$ cat config.mk
export PLATFORM = sky130hd
export DESIGN_NAME = multiplexed_clock_display
export DESIGN_NICKNAME = d
export VERILOG_FILES = /design/src/hw/rtl/mcd_pkg.sv /design/src/hw/rtl/mcd_core.sv /design/src/hw/rtl/mcd_out.sv /design/src/hw/rtl/multiplexed_clock_display.sv
export SDC_FILE = /design/constraint.sdc
export NUM_CORES = 1
export LEC_CHECK = 0
export BUFFER_PORTS_ARGS = -buffer_cell sky130_fd_sc_hd__buf_4
export CAP_MARGIN = 20
export CORE_MARGIN = 1.5
export CORE_UTILIZATION = 30
export CTS_BUF_LIST = sky130_fd_sc_hd__clkbuf_8 sky130_fd_sc_hd__clkbuf_16
export DETAILED_ROUTE_END_ITERATION = 8
export PLACE_DENSITY = 0.49
export REMOVE_ABC_BUFFERS = 1
export SYNTH_ARGS = -nofsm -noshare
export SYNTH_HDL_FRONTEND = slang
export SYNTH_HIERARCHICAL = 1
export SYNTH_SLANG_ARGS = --single-unit
$ cat constraint.sdc
create_clock -name clk -period 6.1 [get_ports clk]
set_input_delay 0.61 -clock clk [delete_from_list [all_inputs] [get_ports clk]]
set_output_delay 0.61 -clock clk [all_outputs]
set_load 0.05 [all_outputs]
$ cat src/hw/rtl/mcd_pkg.sv
package mcd_pkg;

  localparam int TpmW    = 16;
  localparam int HourW   = 5;
  localparam int MinuteW = 6;
  localparam int SegW    = 8;
  localparam int DigitW  = 2;
  localparam int CfgIdxW = 2;
  localparam int CfgW    = 16;

  localparam logic [CfgIdxW-1:0] REG_TICKS_PER_MINUTE = 2'd0;
  localparam logic [CfgIdxW-1:0] REG_OPEN_HOUR        = 2'd1;
  localparam logic [CfgIdxW-1:0] REG_CLOSE_HOUR       = 2'd2;

  localparam logic [TpmW-1:0]    TPM_RESET        = 16'd40;
  localparam logic [HourW-1:0]   OPEN_HOUR_RESET  = 5'd6;
  localparam logic [HourW-1:0]   CLOSE_HOUR_RESET = 5'd22;
  localparam logic [HourW-1:0]   HOUR_RESET       = 5'd5;
  localparam logic [MinuteW-1:0] MINUTE_RESET     = 6'd57;
  localparam logic [HourW-1:0]   HOUR_LAST        = 5'd23;
  localparam logic [MinuteW-1:0] MINUTE_LAST      = 6'd59;

  localparam logic [SegW-1:0] DP_MASK = 8'h01;

  typedef logic [SegW-1:0] seg_font_t [10];
  localparam seg_font_t SEG_FONT = '{
    8'h03, 8'h9F, 8'h25, 8'h0D, 8'h99, 8'h49, 8'h41, 8'h1F, 8'h01, 8'h09
  };

  typedef enum logic [DigitW-1:0] {
    DIG_HOUR_TENS  = 2'd0,
    DIG_HOUR_UNITS = 2'd1,
    DIG_MIN_TENS   = 2'd2,
    DIG_MIN_UNITS  = 2'd3
  } digit_t;

  typedef struct packed {
    logic [MinuteW-1:0] minute_now;
    logic [HourW-1:0]   hour_now;
    logic               is_open;
    logic               status_event;
    logic [DigitW-1:0]  digit_select;
    logic [SegW-1:0]    segments;
  } result_t;

  function automatic logic [SegW-1:0] font_of(input logic [3:0] d);
    logic [SegW-1:0] f;
    f = 8'hFF;
    if (d < 4'd10) begin
      f = SEG_FONT[d];
    end
    return f;
  endfunction

  // tens digit of a value below 64
  function automatic logic [3:0] tens_of(input logic [MinuteW-1:0] v);
    logic [3:0] t;
    if (v >= 6'd60) t = 4'd6;
    else if (v >= 6'd50) t = 4'd5;
    else if (v >= 6'd40) t = 4'd4;
    else if (v >= 6'd30) t = 4'd3;
    else if (v >= 6'd20) t = 4'd2;
    else if (v >= 6'd10) t = 4'd1;
    else t = 4'd0;
    return t;
  endfunction

  function automatic logic [3:0] units_of(input logic [MinuteW-1:0] v);
    logic [9:0] prod;
    prod = 10'(tens_of(v)) * 10'd10;
    return 4'(10'(v) - prod);
  endfunction

endpackage

$ cat src/hw/rtl/mcd_core.sv
module mcd_core (
  input  logic                            clk,
  input  logic                            rst,
  input  logic                            cfg_we,
  input  logic [mcd_pkg::CfgIdxW-1:0]     cfg_index,
  input  logic [mcd_pkg::CfgW-1:0]        cfg_data,
  input  logic                            accept,
  input  logic                            tick,
  output mcd_pkg::result_t                result
);
  import mcd_pkg::*;

  logic [TpmW-1:0]    ticks_per_minute;
  logic [HourW-1:0]   open_hour;
  logic [HourW-1:0]   close_hour;

  digit_t             digit_index, digit_index_next;
  logic [TpmW-1:0]    tick_count, tick_count_next;
  logic [HourW-1:0]   hour_reg, hour_reg_next;
  logic [MinuteW-1:0] minute_reg, minute_reg_next;
  logic               open_flag, open_flag_next;
  logic               closed_flag, closed_flag_next;

  logic [TpmW:0]      count_inc;
  logic               roll;
  logic               win_open;
  logic               event_flag;
  logic [SegW-1:0]    seg;
  logic [MinuteW-1:0] hour_wide;

  always_ff @(posedge clk) begin
    if (rst) begin
      ticks_per_minute <= TPM_RESET;
      open_hour        <= OPEN_HOUR_RESET;
      close_hour       <= CLOSE_HOUR_RESET;
    end else if (cfg_we) begin
      unique case (cfg_index)
        REG_TICKS_PER_MINUTE: ticks_per_minute <= cfg_data;
        REG_OPEN_HOUR:        open_hour        <= cfg_data[HourW-1:0];
        REG_CLOSE_HOUR:       close_hour       <= cfg_data[HourW-1:0];
        default: ;
      endcase
    end
  end

  assign hour_wide = MinuteW'(hour_reg);

  // digit shown from the time before this item
  always_comb begin
    unique case (digit_index)
      DIG_HOUR_TENS:  seg = font_of(tens_of(hour_wide));
      DIG_HOUR_UNITS: seg = font_of(units_of(hour_wide)) ^ DP_MASK;
      DIG_MIN_TENS:   seg = font_of(tens_of(minute_reg));
      DIG_MIN_UNITS:  seg = font_of(units_of(minute_reg));
      default:        seg = font_of(units_of(minute_reg));
    endcase
  end

  assign count_inc = {1'b0, tick_count} + 1'b1;
  assign roll      = tick && (count_inc >= {1'b0, ticks_per_minute});

  always_comb begin
    digit_index_next = digit_index;
    tick_count_next  = tick_count;
    minute_reg_next  = minute_reg;
    hour_reg_next    = hour_reg;
    if (tick) begin
      digit_index_next = digit_t'(digit_index + 2'd1);
      tick_count_next  = count_inc[TpmW-1:0];
    end
    if (roll) begin
      tick_count_next = '0;
      if (minute_reg >= MINUTE_LAST) begin
        minute_reg_next = '0;
        hour_reg_next   = (hour_reg >= HOUR_LAST) ? '0 : hour_reg + 1'b1;
      end else begin
        minute_reg_next = minute_reg + 1'b1;
      end
    end
  end

  // daily window, wraps midnight when open hour is after close hour, closed when equal
  always_comb begin
    if (open_hour < close_hour) begin
      win_open = (hour_reg_next >= open_hour) && (hour_reg_next < close_hour);
    end else if (open_hour > close_hour) begin
      win_open = (hour_reg_next >= open_hour) || (hour_reg_next < close_hour);
    end else begin
      win_open = 1'b0;
    end
  end

  always_comb begin
    open_flag_next   = open_flag;
    closed_flag_next = closed_flag;
    event_flag       = 1'b0;
    if (roll) begin
      if (!win_open) begin
        if (!closed_flag) begin
          closed_flag_next = 1'b1;
          open_flag_next   = 1'b0;
          event_flag       = 1'b1;
        end
      end else if (!open_flag) begin
        open_flag_next   = 1'b1;
        closed_flag_next = 1'b0;
        event_flag       = 1'b1;
      end
    end
  end

  always_ff @(posedge clk) begin
    if (rst) begin
      digit_index <= DIG_HOUR_TENS;
      tick_count  <= '0;
      hour_reg    <= HOUR_RESET;
      minute_reg  <= MINUTE_RESET;
      open_flag   <= 1'b0;
      closed_flag <= 1'b0;
    end else if (accept) begin
      digit_index <= digit_index_next;
      tick_count  <= tick_count_next;
      hour_reg    <= hour_reg_next;
      minute_reg  <= minute_reg_next;
      open_flag   <= open_flag_next;
      closed_flag <= closed_flag_next;
    end
  end

  always_comb begin
    result.segments     = seg;
    result.digit_select = digit_index;
    result.status_event = event_flag;
    result.is_open      = open_flag_next;
    result.hour_now     = hour_reg_next;
    result.minute_now   = minute_reg_next;
  end

endmodule

$ cat src/hw/rtl/mcd_out.sv
module mcd_out (
  input  logic             clk,
  input  logic             rst,
  input  logic             in_valid,
  output logic             in_ready,
  input  mcd_pkg::result_t in_data,
  output logic             out_valid,
  input  logic             out_ready,
  output mcd_pkg::result_t out_data
);
  import mcd_pkg::*;

  logic    skid_valid;
  result_t skid_data;
  logic    accept;
  logic    drain;

  assign in_ready = !skid_valid;
  assign accept   = in_valid && in_ready;
  assign drain    = !out_valid || out_ready;

  always_ff @(posedge clk) begin
    if (rst) begin
      out_valid  <= 1'b0;
      skid_valid <= 1'b0;
    end else if (drain) begin
      out_valid  <= skid_valid || accept;
      skid_valid <= 1'b0;
    end else if (accept) begin
      skid_valid <= 1'b1;
    end
  end

  always_ff @(posedge clk) begin
    if (drain) begin
      out_data <= skid_valid ? skid_data : in_data;
    end else if (accept) begin
      skid_data <= in_data;
    end
  end

endmodule

$ cat src/hw/rtl/multiplexed_clock_display.sv
// Four-digit multiplexed seven-segment clock. Each input item is one timer
// tick (tdata bit 0; 0 shows the current digit without advancing). Every item
// yields one result: the active-low segments of the digit at the current
// position (hour tens, hour units with decimal point, minute tens, minute
// units) taken from the time before the tick, then the time after the tick and
// the open/closed window state, with status_event set when a minute roll
// changed that state or first set it after reset. Items pass through the time
// update logic into the output register; one is accepted every cycle while the
// skid entry is empty, and while a result waits the two-entry output stage
// takes one more item and then holds the input. Configuration writes are
// applied in the cycle after cfg_we and should be made while idle.
module multiplexed_clock_display (
  input  logic                        clk,
  input  logic                        rst,
  input  logic                        cfg_we,
  input  logic [mcd_pkg::CfgIdxW-1:0] cfg_index,
  input  logic [mcd_pkg::CfgW-1:0]    cfg_data,
  input  logic                        s_tvalid,
  output logic                        s_tready,
  input  logic [7:0]                  s_tdata,  // tick[0], zero pad
  output logic                        m_tvalid,
  input  logic                        m_tready,
  // segments[7:0], status_event[8], is_open[9], hour_now[14:10],
  // minute_now[20:15], zero pad
  output logic [23:0]                 m_tdata,
  output logic [1:0]                  m_tuser   // digit_select[1:0]
);
  import mcd_pkg::*;

  result_t core_result;
  result_t out_result;
  logic    accept;

  assign accept = s_tvalid && s_tready;

  mcd_core u_core (
    .clk       (clk),
    .rst       (rst),
    .cfg_we    (cfg_we),
    .cfg_index (cfg_index),
    .cfg_data  (cfg_data),
    .accept    (accept),
    .tick      (s_tdata[0]),
    .result    (core_result)
  );

  mcd_out u_out (
    .clk       (clk),
    .rst       (rst),
    .in_valid  (s_tvalid),
    .in_ready  (s_tready),
    .in_data   (core_result),
    .out_valid (m_tvalid),
    .out_ready (m_tready),
    .out_data  (out_result)
  );

  assign m_tdata = {3'b000, out_result.minute_now, out_result.hour_now,
                    out_result.is_open, out_result.status_event,
                    out_result.segments};
  assign m_tuser = out_result.digit_select;

endmodule
=== Yosys cells after proc, flatten, opt, wreduce, memory -nomap -nowiden ===
Memory sizes are Yosys's and may differ from the RTL's.
Index checks and enable logic that the tools add are counted.

* Logic and storage cells: 142
* Bits in read-only memories: 512
* Input bits: 31
* Output and inout bits: 28
* Memories kept: 4
* Register bits: 105
* Memory bits (writable): 0
* Bits in latches: 0

{| class="wikitable"
|+ Memories
! memory !! depth !! width !! rd ports !! clocked after memory_dff !! wr ports !! RTL line !! RTL
|-
| (name not given) || 16 || 8 || 1 || 0 || 0 || mcd_pkg.sv:50 || <nowiki>f = SEG_FONT[d];</nowiki>
|-
| (name not given) || 16 || 8 || 1 || 0 || 0 || mcd_pkg.sv:50 ||
|-
| (name not given) || 16 || 8 || 1 || 0 || 0 || mcd_pkg.sv:50 ||
|-
| (name not given) || 16 || 8 || 1 || 0 || 0 || mcd_pkg.sv:50 ||
|}

* Reduce and logical (&&, ||, !) cells: 19
* $lt $le $gt $ge: 27
* $add $sub $neg: 6
* Shifts and indexed selects: 0
* Bitwise gates (word level): 6
* Equal/unequal tests: 6
* Multiplexer cells: 49
* Div/mod/pow operators: 0
* Multipliers: 2

{| class="wikitable"
|+ Operators by type and width
! operator !! number
|-
| $mux W8 || 13
|-
| $mux W4 || 14
|-
| $ge A5 B5 Y1 const B || 7
|-
| $mux W16 || 2
|-
| $pmux W8 S4 || 1
|-
| $ge A6 B6 Y1 const B || 4
|-
| $mux W23 || 1
|-
| $not A4 Y5 || 4
|-
| $ge A5 B6 Y1 const B || 3
|-
| $add A16 B1 Y17 const B || 1
|-
| $ge A17 B16 Y1 || 1
|-
| $lt A4 B4 Y1 const B || 4
|-
| $mux W5 || 3
|-
| $mux W1 || 13
|-
| $ge A6 B5 Y1 const B || 2
|-
| $mux W6 || 2
|-
| $reduce_and A2 Y1 || 6
|-
| $lt A5 B5 Y1 || 2
|-
| $mul A4 B3 Y3 const B || 2
|-
| $sub A4 B4 Y4 || 2
|-
| $add A6 B1 Y6 const B || 1
|-
| $eq A2 B2 Y1 const B || 3
|-
| $ge A6 B4 Y1 const B || 1
|-
| $add A5 B1 Y5 const B || 1
|-
| 14 further kinds || 22
|}

=== Longest topological paths before layout ===
Gate-level depths: netlist (run 1).

* Depth in word-level cells: 19
* Mapped depth: 27
* Mapped depth without buffers: 25

=== Modules after synthesis ===
The synthesis (run 1) kept the hierarchy.

{| class="wikitable"
|+ By module, submodules not included
! module !! area each (um^2) !! instances !! cells each !! seq. area each (um^2)
|-
| mcd_core || 4536.9 || 1 || 616 || 1141.1
|-
| mcd_out || 1821.7 || 1 || 80 || 1421.4
|-
| multiplexed_clock_display || 32.5 || 1 || 5 || 0.0
|}

=== Worst setup path before layout (run 1) ===
Ideal clock, no wire load.

* Path type: register to register
* From: reg u_core.tick_count[2]
* To: reg u_out/out_data[11] (netlist bit) (data pin)
* Data arrival time: 4679 ps
* Stages on the path, launching flop included: 27
* Path buffers: 2
* Data required time: 5840 ps
* Setup time: 260 ps
* Setup slack: 1161 ps
* Cell sequence: dfxtp_1 -> and3_1 -> nand3_1 -> nor2_1 -> nand4_1 -> xnor2_1 -> ha_1 -> nand3_1 -> nor3_1 -> a2111oi_0 -> and2_4 -> and2_1 -> buf_2 -> nor2_2 -> o21ai_1 -> inv_1 -> ha_1 -> nand2b_1 -> a21oi_1 -> nor2b_1 -> o21ai_0 -> a21oi_1 -> a21oi_1 -> o21ai_1 -> a21bo_1 -> buf_4 -> mux2_4

{| class="wikitable"
|+ RTL lines
! item !! RTL line !! RTL
|-
| from (decl) || mcd_core.sv:18 || <nowiki>logic [TpmW-1:0] tick_count, tick_count_next;</nowiki>
|-
| from (signal assigned) || mcd_core.sv:122 || <nowiki>tick_count <= tick_count_next;</nowiki>
|-
| to (signal assigned) || mcd_out.sv:36 || <nowiki>out_data <= skid_valid ? skid_data : in_data;</nowiki>
|-
| to (decl) || mcd_out.sv:9 || <nowiki>output mcd_pkg::result_t out_data</nowiki>
|}

==> out/qor.yml, run 1 <==
p_sw_uw: 430
pwr-share-seq: 0.486
switching_share: 0.269
relSlewSlack: 0.507
syn_avg_cell_area_sq_um: 9.12
clock_latency_ps: 350
hold_buffers: 0
routed_wl_um: 13400
critPathCaptureType: "flip-flop"
rows: 53
p_int_mw: 1.17
clock-sinks: 105
cts-root-buf: "clkbuf_16"
dp_hpwl_um: 9730
finalCritPeriodShare: 0.884
area_growth_pct: 13.6
grt_max_degree: 61
numPortBuffers: 48
finalPower_mw: 1.60
die-area_sq_um: 22200
largestRegisters: "u_out/out_data x23, u_out/skid_data x23"
ys_ff_latch: 105
gp_congestion: 0.821
worstMarginPinSlew_ps: 737
ios: 59
die_w_um: 149
drt-initial-drc-count: 256
cts_max_level: 3
start_kind: "flip-flop"
cp_max_fo: 8
hold_class: "reg2reg"
finalCriticalPeriod_ps: 5390
multi_input_area_sq_um: 3470
rsz0062_at_grt: "false"
finalSetupTns_ps: 0
via_count: 4806
p_clk_frac: 0.371
drc_errors: 0
clk_path_buf_depth: 2
vdd_drop_max_uv: 122
ctsResizeCount: 0
outcome: "complete, no violations"
avgRoutedWirePerCell_um: 13.3
antenna_cells: 0
fin_nets: 823
post-cts-setup-buffers: 0
p_comb_frac: 0.144
drt_pass1_iterations: 5
path_clk_slew_ps: 70
grt_pass1_vias: 4473
seq_area_sq_um: 2560
max-cap-violations: 0
grt_pass1_wl_um: 22500
required_ps: 6200
gr-total-overflow: 0
die_h_um: 149
syn_inst: 701
cts_tree: "done"
ant_nets: 0
grtUsageTotal: 0.126
nFillCells: 2236
worst-setup-path-type: "reg2reg"
antenna_found_initial: 0
coreArea_sq_um: 21000
holdWs_ps: 455
slew_viol_final: 0
start_util: 0.305
max_freq_ghz: 0.185
yosysSeqAreaShare: 0.401
power_density_nw_per_um2: 220
numCtsBuffers: 9
hold_violations: 0
critical_path_arrival_ps: 5490
final-setup-viol-count: 0
synthFlopType: "dfxtp_1"
syn_area_sq_um: 6390
ys_types: 66
synth-edff-count: 46
drive_above_1_share: 0.140
synth_warnings: 6
ys_async_sr_fraction: 0
clock_skew_ps: 10.5
p_leak_nw: 2.95
viasPerCell: 4.75
Yosys cell counts, types with 3 or more instances:
library cell | number | share of area
o2bb2ai_1 | 3 | 0.0041
nand4_1 | 7 | 0.0069
buf_4 | 5 | 0.0059
edfxtp_1 | 46 | 0.22
a22oi_1 | 6 | 0.0070
a31oi_1 | 7 | 0.0069
xnor2_1 | 13 | 0.018
nand3b_1 | 6 | 0.0070
nor3b_1 | 3 | 0.0035
buf_2 | 4 | 0.0031
a21oi_1 | 58 | 0.045
and2_1 | 7 | 0.0069
dfxtp_1 | 59 | 0.18
nand2_1 | 93 | 0.055
clkbuf_1 | 23 | 0.014
o21ai_0 | 45 | 0.035
inv_1 | 49 | 0.029
a211o_1 | 6 | 0.0082
nor2_1 | 52 | 0.031
mux2_2 | 6 | 0.011
and3_1 | 6 | 0.0059
nor3_1 | 10 | 0.0078
ha_1 | 58 | 0.11
o21ai_1 | 6 | 0.0047
a211oi_1 | 4 | 0.0047
nor2b_1 | 6 | 0.0059
nand3_1 | 24 | 0.019
mux2_4 | 17 | 0.040
nand2b_1 | 13 | 0.013
a21o_1 | 5 | 0.0059
xor2_1 | 5 | 0.0069
mux2i_1 | 10 | 0.016
layer usage:
layer | GRT usage | up-vias | share of wire
met1 | 0.172 | 2220 | 0.50
met2 | 0.204 | 72 | 0.46
met4 | 0.0342 | 0 | 0.0089
met3 | 0.0248 | 7 | 0.030
met5 | 0 | - | 0
li1 | - | 2507 | -
power groups by stage:
stage          Clock [mW]  Combinational (mW)  Sequential (mW)
2_1_floorplan           0               0.112            0.836
3_3_place_gp            0               0.230            0.791
3_5_place_dp            0               0.231            0.791
4_1_cts             0.618               0.232            0.775
5_1_grt             0.645               0.255            0.778
6_report            0.591               0.229            0.775
worst paths after layout:
check | to | cells past startpoint | start | slack [ps]
min reg2reg | u_core/ticks_per_minute[6] | 2 | u_core/ticks_per_minute[6] | 460
max | u_out/out_data[10] | 21 | u_core/tick_count[2] | 710
min | u_core/ticks_per_minute[6] | 2 | u_core/ticks_per_minute[6] | 460
max reg2reg | u_out/out_data[10] | 21 | u_core/tick_count[2] | 710
placed cells by master, fill, tap and decap left out, types with 7 or more instances in the layout:
cell / count
dfxtp_1: 59
nor3_1: 10
mux2_4: 17
inv_1: 50
a21oi_1: 58
mux2i_1: 10
and2_1: 7
nand3_1: 24
o21ai_0: 44
edfxtp_1: 46
nand4_1: 7
o21ai_1: 7
nand2b_1: 13
buf_4: 53
a31oi_1: 7
xnor2_1: 13
clkbuf_16: 9
ha_1: 58
nand2_1: 93
nor2_1: 51
critical path: stages, from the launching register on:
cell and delay, ps:
dfxtp_1 410, and3_1 260, nand3_1 210, nor2_2 300
nand4_1 150, xnor2_1 250, ha_1 270, nand3_1 130
nor3_1 70, a2111oi_0 440, and2_4 260, a21o_4 170
nor2_1 60, o2bb2ai_1 330, ha_1 320, a21o_1 170
a21o_1 170, a211oi_1 300, a21oi_1 150, o21ai_1 270
a211oi_2 150, mux2_4 280
layout make-up:
| cell class | instances | area share |
|---|---|---|
| multi-input cells | 514 | 0.478 |
| flip-flops and latches | 105 | 0.353 |
| repair buffers | 53 | 0.0548 |
| well taps | 275 | 0.0474 |
| clock buffers | 9 | 0.0310 |
| inverters | 49 | 0.0253 |
| clock inverters | 7 | 0.0103 |
kinds of logic (layout without fill, tap and decap cells):
kind of cell / Yosys count / after routing / synth area share
buffers and inverters: 84 / 118 / 0.0585
and+or+nand+nor: 236 / 236 / 0.171
muxes: 34 / 34 / 0.0679
DFF: 105 / 105 / 0.401
other: 1 / 3 / 0.000587
adders and majority gates: 60 / 60 / 0.120
AOI/OAI and AO/OA: 162 / 162 / 0.154
xor gates and xnor gates: 19 / 19 / 0.0272
through the flow:
step	cells	setup slack [ps]	cell area (sq um)	utilization
2_1_floorplan	668	1240	6210	-
4_1_cts	1012	515	7260	0.346
3_5_place_dp	996	565	6960	0.332
6_report	1012	709	7260	0.347
5_1_grt	1012	105	7260	0.347
3_3_place_gp	996	633	6960	0.332
No activity file was read; power rests on OpenSTA's default activity.
==> inputs of run 2 (changes only) <==
- CTS_BUF_LIST: sky130_fd_sc_hd__clkbuf_8 sky130_fd_sc_hd__clkbuf_16 -> not set
- CTS_CLUSTER_SIZE: not set -> 20
==> run 2 against run 1 <==
Largest cell class unchanged. Maximum frequency stayed put. Sequential share of layout area stayed put. Count of clock-buffer cells in the layout is 1 higher.
==> out/qor.yml, run 2 (synthesis results as in run 1) <==
outcome: "complete, no violations"
drc_errors: 0
fin_util: 0.347
place_inst: 996
required_ps: 6200
area_growth_pct: 13.6
critPathCaptureType: "flip-flop"
largestRegisters: "u_out/out_data x23, u_out/skid_data x23"
hold_buffers: 0
most-common-layout-cells: "93 x nand2_1, 59 x dfxtp_1, 58 x a21oi_1, 58 x ha_1, 53 x buf_4"
layout_commonest_cell: "nand2_1"
p_leak_nw: 2.94
clock_skew_ps: 10.5
ios: 59
grtUsageTotal: 0.126
routed.top_layer: "met4"
max-cap-violations: 0
ant_nets: 0
max_freq_ghz: 0.185
coreArea_sq_um: 21000
cts_tree: "done"
die-area_sq_um: 22200
start_kind: "flip-flop"
fin_nets: 823
slew_viol_final: 0
nFillCells: 2236
finalCriticalPeriod_ps: 5390
via_count: 4810
relSlewSlack: 0.507
antenna_found_initial: 0
viasPerCell: 4.75
drt-initial-drc-count: 256
avgRoutedWirePerCell_um: 13.3
die_h_um: 149
clock-sinks: 105
wl_met2_um: 6210
grt_max_degree: 61
clk_path_buf_depth: 2
met1Wirelength_um: 6680
dr_wl_met3_um: 412
power_density_nw_per_um2: 220
worst-setup-path-type: "reg2reg"
cp_max_fo: 8
rsz0062_at_grt: "false"
die_w_um: 149
cts-root-buf: "clkbuf_16"
gp_congestion: 0.821
numPortBuffers: 48
numCtsBuffers: 9
dp_hpwl_um: 9730
rows: 53
seq_area_sq_um: 2560
hold_class: "reg2reg"
routed_wl_um: 13400
critical_path_arrival_ps: 5490
holdWs_ps: 455
final-setup-viol-count: 0
worstMarginPinSlew_ps: 737
path_clk_slew_ps: 70
gr-total-overflow: 0
finalNonFillerCells: 1012
grt_pass1_vias: 4473
finalCritPeriodShare: 0.884
grt_pass1_wl_um: 22500
multi_input_area_sq_um: 3470
vdd_drop_max_uv: 121
cts_max_level: 3
drive_above_1_share: 0.140
finalSetupTns_ps: 0
drt_pass1_iterations: 4
start_util: 0.305
antenna_cells: 0
hold_violations: 0
clock_latency_ps: 350
run 2: area by class of cell:
type | instances | area share
well taps | 275 | 0.0474
inverters | 49 | 0.0253
repair buffers | 53 | 0.0548
flip-flops and latches | 105 | 0.353
clock buffers | 10 | 0.0315
clock inverters | 6 | 0.00982
multi-input cells | 514 | 0.478
run 2: through the flow:
stage                     setup WS [ps]  area (sq um)  power, mW
after floorplan                    1240          6210      0.948
after global placement              633          6960       1.02
after detailed placement            565          6960       1.02
after CTS                           515          7260       1.63
after global routing                105          7260       1.68
final                               709          7260       1.60
run 2: power breakdown:
part | leakage [nW] | switching [mW] | internal (mW)
sequential | 0.917 | 0.0141 | 0.760
combinational | 1.88 | 0.147 | 0.0827
clock | 0.148 | 0.269 | 0.324
run 2: routing by layer:
metal	global-route usage	up-vias
met4	0.0342	0
met2	0.204	74
met3	0.0248	7
met5	0	-
li1	-	2507
met1	0.172	2222
run 2: timing repair:
action / CTS / global route
setup buffers: 0 / 0
gates resized for setup: 0 / 2
setup endpoints to repair: 0 / 2
run 2: worst max-delay path: stages, from the launching register on:
cell       delay, ps
dfxtp_1          410
and3_1           260
nand3_1          210
nor2_2           300
nand4_1          150
xnor2_1          250
ha_1             270
nand3_1          130
nor3_1            70
a2111oi_0        440
and2_4           260
a21o_4           170
nor2_1            60
o2bb2ai_1        330
ha_1             320
a21o_1           170
a21o_1           170
a211oi_1         300
a21oi_1          150
o21ai_1          270
a211oi_2         150
mux2_4           280
run 2: worst paths after layout:
kind	slack [ps]	end	depth (start not counted)	from
max	710	u_out/out_data[10]	21	u_core/tick_count[2]
min	460	u_core/ticks_per_minute[6]	2	u_core/ticks_per_minute[6]
max reg2reg	710	u_out/out_data[10]	21	u_core/tick_count[2]
min reg2reg	460	u_core/ticks_per_minute[6]	2	u_core/ticks_per_minute[6]
